## src/rtl/core/integer_to_ascii_radix_macros.svh

```systemverilog
// Assertion macros shared by the conversion block.
`ifndef INTEGER_TO_ASCII_RADIX_MACROS_SVH
`define INTEGER_TO_ASCII_RADIX_MACROS_SVH

// Same-cycle implication, disabled during reset.
`define ITOAR_ASSERT_IMPL(name, clk, rst, ante, cons) \
   name: assert property (@(posedge clk) disable iff (rst) (ante) |-> (cons)) \
      else $error("same-cycle check failed");

// Next-cycle implication, disabled during reset.
`define ITOAR_ASSERT_NEXT(name, clk, rst, ante, cons) \
   name: assert property (@(posedge clk) disable iff (rst) (ante) |=> (cons)) \
      else $error("next-cycle check failed");

`endif

```

## src/rtl/core/itoar_pkg.sv

```systemverilog
package itoar_pkg;

   localparam int VALUE_BITS     = 32;
   localparam int RADIX_W        = 6;
   localparam int DIGIT_W        = 6;
   localparam int CHAR_W         = 8;
   localparam int IDX_W          = $clog2(VALUE_BITS);
   localparam int BITS_PER_CYCLE = 8;
   localparam int DIV_STEPS      = VALUE_BITS / BITS_PER_CYCLE;
   localparam int STEP_W         = (DIV_STEPS > 1) ? $clog2(DIV_STEPS) : 1;

   localparam logic [RADIX_W-1:0] RADIX_MIN = RADIX_W'(2);
   localparam logic [RADIX_W-1:0] RADIX_MAX = RADIX_W'(36);
   localparam logic [RADIX_W-1:0] RADIX_DEC = RADIX_W'(10);

   localparam logic [CHAR_W-1:0] ASCII_ZERO    = 8'h30;
   localparam logic [CHAR_W-1:0] ASCII_UPPER_A = 8'h41;
   localparam logic [CHAR_W-1:0] ASCII_MINUS   = 8'h2D;
   localparam logic [CHAR_W-1:0] ASCII_NUL     = 8'h00;
   localparam logic [CHAR_W-1:0] DIGIT_TEN     = 8'd10;

   typedef struct packed {
      logic                  req_type;
      logic [VALUE_BITS-1:0] number;
      logic [RADIX_W-1:0]    radix;
   } req_payload_type;

   typedef struct packed {
      logic [CHAR_W-1:0] character;
      logic              last_char;
      logic              bad_radix;
   } rsp_payload_type;

   typedef enum logic [2:0] {
      ST_IDLE,
      ST_DIVIDE,
      ST_SIGN,
      ST_READ,
      ST_PUT,
      ST_ERROR
   } state_type;

   typedef struct packed {
      logic load;
      logic div_step;
      logic sign_put;
      logic read;
      logic char_put;
      logic err_put;
   } itoar_cmd_type;

   typedef struct packed {
      logic bad_radix;
      logic div_done;
      logic negative;
      logic out_free;
      logic last_ptr;
   } itoar_sts_type;

   function automatic logic [CHAR_W-1:0] digit_to_ascii(input logic [DIGIT_W-1:0] d);
      logic [CHAR_W-1:0] wide;
      wide = CHAR_W'(d);
      if (wide < DIGIT_TEN) begin
         return ASCII_ZERO + wide;
      end
      return ASCII_UPPER_A + wide - DIGIT_TEN;
   endfunction

endpackage

```

## src/rtl/core/itoar_ctrl.sv

```systemverilog
module itoar_ctrl
   import itoar_pkg::*;
(
   input  logic          clock,
   input  logic          reset,
   input  logic          req_valid,
   output logic          req_stall,
   input  itoar_sts_type sts,
   output itoar_cmd_type cmd
);

   state_type state_ff;
   state_type state_in;

   always_ff @(posedge clock) begin
      if (reset) begin
         state_ff <= ST_IDLE;
      end else begin
         state_ff <= state_in;
      end
   end

   always_comb begin
      state_in = state_ff;
      unique case (state_ff)
         ST_IDLE: begin
            if (req_valid) begin
               state_in = sts.bad_radix ? ST_ERROR : ST_DIVIDE;
            end
         end
         ST_DIVIDE: begin
            if (sts.div_done) begin
               state_in = sts.negative ? ST_SIGN : ST_READ;
            end
         end
         ST_SIGN: begin
            if (sts.out_free) begin
               state_in = ST_READ;
            end
         end
         ST_READ: begin
            state_in = ST_PUT;
         end
         ST_PUT: begin
            if (sts.out_free) begin
               state_in = sts.last_ptr ? ST_IDLE : ST_READ;
            end
         end
         ST_ERROR: begin
            if (sts.out_free) begin
               state_in = ST_IDLE;
            end
         end
         default: begin
            state_in = ST_IDLE;
         end
      endcase
   end

   always_comb begin
      req_stall    = 1'b1;
      cmd          = '0;
      unique case (state_ff)
         ST_IDLE: begin
            req_stall = 1'b0;
            cmd.load  = req_valid;
         end
         ST_DIVIDE: begin
            cmd.div_step = 1'b1;
         end
         ST_SIGN: begin
            cmd.sign_put = sts.out_free;
         end
         ST_READ: begin
            cmd.read = 1'b1;
         end
         ST_PUT: begin
            cmd.char_put = sts.out_free;
         end
         ST_ERROR: begin
            cmd.err_put = sts.out_free;
         end
         default: begin
            req_stall = 1'b1;
         end
      endcase
   end

endmodule

```

## src/rtl/core/itoar_dp.sv

```systemverilog
`include "integer_to_ascii_radix_macros.svh"

module itoar_dp
   import itoar_pkg::*;
(
   input  logic            clock,
   input  logic            reset,
   input  req_payload_type req_data,
   input  itoar_cmd_type   cmd,
   output itoar_sts_type   sts,
   output logic            rsp_valid,
   input  logic            rsp_stall,
   output rsp_payload_type rsp_data
);

   logic [DIGIT_W-1:0] store_mem [VALUE_BITS];

   logic [RADIX_W-1:0]    radix_ff, radix_in;
   logic [VALUE_BITS-1:0] quot_ff, quot_in;
   logic [DIGIT_W-1:0]    rem_ff, rem_in;
   logic                  neg_ff, neg_in;
   logic [STEP_W-1:0]     step_ff, step_in;
   logic [IDX_W-1:0]      idx_ff, idx_in;
   logic [IDX_W-1:0]      ptr_ff, ptr_in;
   logic [DIGIT_W-1:0]    rd_digit_ff;
   logic                  rsp_valid_ff, rsp_valid_in;
   rsp_payload_type       rsp_data_ff, rsp_data_in;

   logic                  req_bad;
   logic                  req_neg;
   logic [VALUE_BITS-1:0] quot_next;
   logic [DIGIT_W-1:0]    rem_next;
   logic                  last_step;
   logic                  quot_zero;
   logic                  out_free;
   logic                  any_put;
   logic                  radix_ok;
   logic                  err_marked;

   assign req_bad   = (req_data.radix < RADIX_MIN) || (req_data.radix > RADIX_MAX);
   assign req_neg   = req_data.req_type && (req_data.radix == RADIX_DEC)
                      && req_data.number[VALUE_BITS-1];
   assign last_step = (step_ff == STEP_W'(DIV_STEPS - 1));
   assign quot_zero = (quot_next == '0);
   assign out_free  = !rsp_valid_ff || !rsp_stall;

   // Restoring division, BITS_PER_CYCLE quotient bits per cycle.
   always_comb begin
      logic [DIGIT_W:0]      trial;
      logic [DIGIT_W-1:0]    r;
      logic [VALUE_BITS-1:0] q;
      r = rem_ff;
      q = quot_ff;
      for (int i = 0; i < BITS_PER_CYCLE; i++) begin
         trial = {r, q[VALUE_BITS-1]};
         q     = {q[VALUE_BITS-2:0], 1'b0};
         if (trial >= {1'b0, radix_ff}) begin
            r    = DIGIT_W'(trial - {1'b0, radix_ff});
            q[0] = 1'b1;
         end else begin
            r = trial[DIGIT_W-1:0];
         end
      end
      quot_next = q;
      rem_next  = r;
   end

   always_comb begin
      radix_in = radix_ff;
      quot_in  = quot_ff;
      rem_in   = rem_ff;
      neg_in   = neg_ff;
      step_in  = step_ff;
      idx_in   = idx_ff;
      ptr_in   = ptr_ff;
      if (cmd.load) begin
         radix_in = req_data.radix;
         quot_in  = req_neg ? (VALUE_BITS'(0) - req_data.number) : req_data.number;
         rem_in   = '0;
         neg_in   = req_neg;
         step_in  = '0;
         idx_in   = '0;
      end else if (cmd.div_step) begin
         quot_in = quot_next;
         if (last_step) begin
            rem_in  = '0;
            step_in = '0;
            if (quot_zero) begin
               ptr_in = idx_ff;
            end else begin
               idx_in = idx_ff + IDX_W'(1);
            end
         end else begin
            rem_in  = rem_next;
            step_in = step_ff + STEP_W'(1);
         end
      end else if (cmd.char_put && (ptr_ff != '0)) begin
         ptr_in = ptr_ff - IDX_W'(1);
      end
   end

   always_comb begin
      rsp_valid_in = rsp_valid_ff;
      rsp_data_in  = rsp_data_ff;
      if (cmd.err_put) begin
         rsp_valid_in          = 1'b1;
         rsp_data_in.character = ASCII_NUL;
         rsp_data_in.last_char = 1'b1;
         rsp_data_in.bad_radix = 1'b1;
      end else if (cmd.sign_put) begin
         rsp_valid_in          = 1'b1;
         rsp_data_in.character = ASCII_MINUS;
         rsp_data_in.last_char = 1'b0;
         rsp_data_in.bad_radix = 1'b0;
      end else if (cmd.char_put) begin
         rsp_valid_in          = 1'b1;
         rsp_data_in.character = digit_to_ascii(rd_digit_ff);
         rsp_data_in.last_char = (ptr_ff == '0);
         rsp_data_in.bad_radix = 1'b0;
      end else if (!rsp_stall) begin
         rsp_valid_in = 1'b0;
      end
   end

   always_ff @(posedge clock) begin
      if (reset) begin
         step_ff      <= '0;
         rsp_valid_ff <= 1'b0;
      end else begin
         step_ff      <= step_in;
         rsp_valid_ff <= rsp_valid_in;
      end
   end

   always_ff @(posedge clock) begin
      radix_ff    <= radix_in;
      quot_ff     <= quot_in;
      rem_ff      <= rem_in;
      neg_ff      <= neg_in;
      idx_ff      <= idx_in;
      ptr_ff      <= ptr_in;
      rsp_data_ff <= rsp_data_in;
   end

   always_ff @(posedge clock) begin
      if (cmd.div_step && last_step) begin
         store_mem[idx_ff] <= rem_next;
      end
      if (cmd.read) begin
         rd_digit_ff <= store_mem[ptr_ff];
      end
   end

   assign sts.bad_radix = req_bad;
   assign sts.div_done  = cmd.div_step && last_step && quot_zero;
   assign sts.negative  = neg_ff;
   assign sts.out_free  = out_free;
   assign sts.last_ptr  = (ptr_ff == '0);

   assign rsp_valid = rsp_valid_ff;
   assign rsp_data  = rsp_data_ff;

   assign any_put    = cmd.sign_put || cmd.char_put || cmd.err_put;
   assign radix_ok   = (radix_ff >= RADIX_MIN) && (radix_ff <= RADIX_MAX);
   assign err_marked = rsp_valid_ff && rsp_data_ff.bad_radix && rsp_data_ff.last_char;

   `ITOAR_ASSERT_IMPL(put_only_when_free, clock, reset, any_put, out_free)
   `ITOAR_ASSERT_IMPL(rem_below_radix, clock, reset, cmd.div_step, rem_ff < radix_ff)
   `ITOAR_ASSERT_IMPL(divide_radix_valid, clock, reset, cmd.div_step, radix_ok)
   `ITOAR_ASSERT_NEXT(error_result_marked, clock, reset, cmd.err_put, err_marked)

endmodule

```

## src/rtl/core/integer_to_ascii_radix.sv

```systemverilog
// Converts one value per transaction, most significant digit first; '-' leads a negative signed decimal value.
// All digits are first divided out by the 8-bit-per-cycle divider, one full division per digit;
// each is then read from the digit store (READ state) and put out when the output is free (PUT state).
// A new transaction is accepted only after the last character of the previous one has been put out.
// A bad radix puts out a single NUL character marked last and bad radix once the output is free, then returns to idle.
// Synchronous reset clears the controller and the output valid; the digit store is not cleared.
module integer_to_ascii_radix
   import itoar_pkg::*;
(
   input  logic            clock,
   input  logic            reset,
   input  logic            req_valid,
   output logic            req_stall,
   input  req_payload_type req_data,
   output logic            rsp_valid,
   input  logic            rsp_stall,
   output rsp_payload_type rsp_data
);

   itoar_cmd_type cmd;
   itoar_sts_type sts;

   itoar_ctrl u_ctrl (
      .clock     (clock),
      .reset     (reset),
      .req_valid (req_valid),
      .req_stall (req_stall),
      .sts       (sts),
      .cmd       (cmd)
   );

   itoar_dp u_dp (
      .clock     (clock),
      .reset     (reset),
      .req_data  (req_data),
      .cmd       (cmd),
      .sts       (sts),
      .rsp_valid (rsp_valid),
      .rsp_stall (rsp_stall),
      .rsp_data  (rsp_data)
   );

endmodule
```

## config.mk

```make
export PLATFORM = sky130hd
export DESIGN_NAME = integer_to_ascii_radix
export DESIGN_NICKNAME = d
export VERILOG_FILES = /design/src/rtl/core/itoar_pkg.sv /design/src/rtl/core/itoar_ctrl.sv /design/src/rtl/core/itoar_dp.sv /design/src/rtl/core/integer_to_ascii_radix.sv
export VERILOG_INCLUDE_DIRS = /design/src /design/src/rtl/core
export SDC_FILE = /design/constraint.sdc
export NUM_CORES = 1
export LEC_CHECK = 0
export ABC_AREA = 1
export BUFFER_PORTS_ARGS = -buffer_cell sky130_fd_sc_hd__buf_2
export CAP_MARGIN = 30
export CELL_PAD_IN_SITES_DETAIL_PLACEMENT = 0
export CELL_PAD_IN_SITES_GLOBAL_PLACEMENT = 1
export CORE_MARGIN = 3
export CORE_UTILIZATION = 53
export DETAILED_ROUTE_END_ITERATION = 6
export GPL_TIMING_DRIVEN = 1
export PLACE_DENSITY_LB_ADDON = 0.12
export SLEW_MARGIN = 20
export SYNTH_ARGS = -nofsm -noshare
export SYNTH_HDL_FRONTEND = slang
export SYNTH_SLANG_ARGS = --single-unit
```

## constraint.sdc

```tcl
create_clock -name clock -period 23.5 [get_ports clock]
set_clock_uncertainty 0.2 [all_clocks]
set_input_delay 4.7 -clock clock [delete_from_list [all_inputs] [get_ports clock]]
set_output_delay 4.7 -clock clock [all_outputs]
set_load 0.05 [all_outputs]
```

==> results.json <==
{
  "largest_net_degree_at_the_start_of_global_routing": 64,
  "timing.final.crit_share_pct": 63.1,
  "reg2reg_slack_ns": 8.68,
  "measured_slew_at_the_worst_slew_check_pin_ns": 0.933,
  "start_util_pct": 54.6,
  "via_count_of_the_first_global_routing_pass": 10310,
  "post-place-ws_ns": 8.71,
  "synthDominantCellAreaShare_pct": 50.5,
  "syn2layout_area_growth_pct": 10.2,
  "rr_endpoint": "u_dp.rem_ff[2]",
  "drt.antenna.violating_nets": 0,
  "wire_length_of_the_first_global_routing_pass_um": 55200,
  "core_sq_um": 26400,
  "layout.cells.most_common": "edfxtp_1",
  "crit_path_start_kind": "flop",
  "detailedPlacementHpwl_um": 24400,
  "endpoints_failing_hold": 0,
  "clkTransAtPathRegs_ns": 0.06,
  "synth.top_cells.by_area": "edfxtp_1, nor2_1, nand2_1",
  "buffer_type_at_the_clock_tree_root": "clkbuf_16",
  "via_per_inst": 5.68,
  "grt_setup_unrepaired": "no",
  "worst_setup_path_end_kind": "flop",
  "rows": 59,
  "detail_route.iter0.violations": 821,
  "grt.total_usage_pct": 23.9,
  "slew_headroom_pct": 37.8,
  "insertion_delay_ns": 0.55,
  "routed-via-count": 10723,
  "timing.hold.worst_path_depth": 2,
  "fraction_of_the_yosys_area_taken_by_sequential_cells_pct": 54.2,
  "gpl.final_weighted_congestion": 0.895,
  "finalWorstPathRequiredPeriod_ns": 14.82,
  "data_arrival_at_the_endpoint_of_the_critical_path_ns": 15.12,
  "postSynthCellCount": 1495,
  "critPathSlowestCell": "a21oi_2",
  "clk_path_buf_depth": 3,
  "placement.io_buffers": 53,
  "postRouteWirelength_um": 35100,
  "timing.hold.worst.class": "reg -> reg",
  "regToRegStartpoint": "u_dp.radix_ff[1]",
  "min_to": "u_dp.rsp_data[0]",
  "top_level_ports": 55,
  "most-common-layout-cells": "edfxtp_1, nor2_1, nand2_1, o21ai_0, inv_1",
  "yosysWarnings": 0,
  "initial_antenna_violation_count": 0,
  "outcome": "completed",
  "synth_async_sr_flop_share_pct": 0,
  "yosysTopAreaCell": "edfxtp_1",
  "postCtsResizedCells": 0,
  "timing_max_transition_violations_final": 0,
  "synth.net_count": 1604,
  "crit_path_frequent_cell": "a21oi_1",
  "timing.final.ws_setup_ns": 8.68,
  "ctsHoldBuffers": 0,
  "final_core_util_pct": 60.1,
  "worst_r2r_path_depth": 82,
  "synth_seq_cells": 268,
  "timing.setup.critical_path_class": "reg -> reg",
  "synth_cell_types": 53,
  "totalNegativeSetupSlack_ns": 0,
  "multi_input_area_sq_um": 5890,
  "cts_tree": "yes",
  "synth_enable_flop_cells": 242,
  "route.detailed.wl_per_inst_um": 18.6,
  "cts_post_setup_buffers_inserted": 0,
  "cts_buffers": 29,
  "register_cell_area_after_layout_sq_um": 7790,
  "die_height_um": 171,
  "final_setup_violation_count": 0,
  "tritoncts_num_sinks": 268,
  "crit_fanout": 17,
  "fillCellCount": 2286,
  "cts_max_level": 1,
  "syn_area_cell_sq_um": 9.62,
  "antennaDiodeCount": 0,
  "dr.pass1.iters": 5,
  "max_cap_violation_count": 0,
  "drive_gt1_share_pct": 11.1,
  "cp.required_ns": 23.80,
  "crit_path_max_incr_delay_ns": 0.78,
  "post_synth_instance_area_sq_um": 14400,
  "drc_errors": 0,
  "yosys_most_used_dff": "edfxtp_1",
  "globalRouteOverflowTotal": 0,
  "floorplan.die_area_sq_um": 29100,
  "nets": 1642,
  "hold_path.startpoint": "u_dp.rsp_data[0]",
  "die_w_um": 171,
  "fmaxAchievable_ghz": 0.0675
}
[Yosys cell counts (8+ instances only)]
| library cell | number |
|---|---|
| nor4_1 | 12 |
| nand2_1 | 228 |
| o21a_1 | 8 |
| nor2_1 | 231 |
| nand3_2 | 8 |
| a31oi_1 | 10 |
| inv_1 | 108 |
| o21ai_1 | 22 |
| nand3_1 | 41 |
| inv_2 | 9 |
| dfxtp_1 | 26 |
| nor2_2 | 9 |
| o32ai_1 | 12 |
| edfxtp_1 | 242 |
| o21ai_0 | 167 |
| a21oi_1 | 41 |
| clkbuf_1 | 53 |
| fa_1 | 8 |
| ha_1 | 58 |
| xnor2_1 | 25 |
| nor3_1 | 15 |
| o22ai_1 | 48 |
| xor2_1 | 38 |
[through the flow]
step / hold slack (ns) / instance area [sq um] / instances
after global placement: 0.231 / 14900 / 1837
final: 0.243 / 15800 / 1889
after global routing: 0.296 / 15800 / 1889
after floorplan: 0.242 / 14400 / 1495
after detailed placement: 0.232 / 14900 / 1837
after CTS: 0.246 / 15800 / 1889
[worst max path at each step]
stage                          start                    to  slack (ns)
floorplan           u_dp.radix_ff[1]  u_dp.store_mem[0][0]       10.49
global placement    u_dp.radix_ff[1]  u_dp.store_mem[4][0]        9.26
detailed placement  u_dp.radix_ff[1]        u_dp.rem_ff[2]        8.71
CTS                 u_dp.radix_ff[1]        u_dp.rem_ff[2]        8.68
global route        u_dp.radix_ff[1]        u_dp.rem_ff[2]        7.20
finish              u_dp.radix_ff[1]        u_dp.rem_ff[2]        8.68
[per-layer routing]
layer / GRT usage, % / vias to the layer above / routed length [um] / part of all wire (%)
met3: 2.66 / 73 / 1680 / 4.8
met2: 40.0 / 298 / 16600 / 47
met4: 9.24 / 0 / 1430 / 4.1
met5: 0 / - / 0 / 0
li1: - / 5285 / - / -
met1: 32.4 / 5067 / 15300 / 44
[kinds of logic after synthesis]
family | count (synthesis) | synth area share [%]
simple gates | 577 | 17.3
compound gates | 340 | 13.5
flops | 268 | 54.2
buf+inv | 180 | 4.99
fa+ha+maj | 66 | 6.16
xor+xnor | 63 | 3.84
other cells | 1 | 0.0261
[worst max-delay path: cells and delay by family, from the launching register on]
| kind | cells | cell delay, ns |
|---|---|---|
| AOI/OAI and AO/OA | 37 | 6.58 |
| adders and majority gates | 8 | 2.63 |
| buffers and inverters | 10 | 1.69 |
| and+or+nand+nor | 27 | 2.93 |
| DFF | 1 | 0.73 |
[flip-flops by register name, summed over array words and instances, names as in the netlist]
register          flops
u_ctrl.state_ff       3
u_dp.idx_ff           5
u_dp.neg_ff           1
u_dp.ptr_ff           5
u_dp.quot_ff         32
u_dp.radix_ff         6
u_dp.rd_digit_ff      6
u_dp.rem_ff           6
u_dp.rsp_data         9
u_dp.rsp_valid        1
u_dp.step_ff          2
u_dp.store_mem      192
[layout make-up]
type / instances / share of cell area [%]
inverters: 120 / 2.84
flip-flops and latches: 268 / 49.1
repair buffers: 67 / 2.34
well taps: 335 / 2.64
clock inverters: 20 / 1.24
multi-input cells: 1047 / 37.1
clock buffers: 32 / 4.65
Power is left out: the tool's default activity adds up to more than one toggle a clock period on the data nets, which glitch-free logic cannot reach.
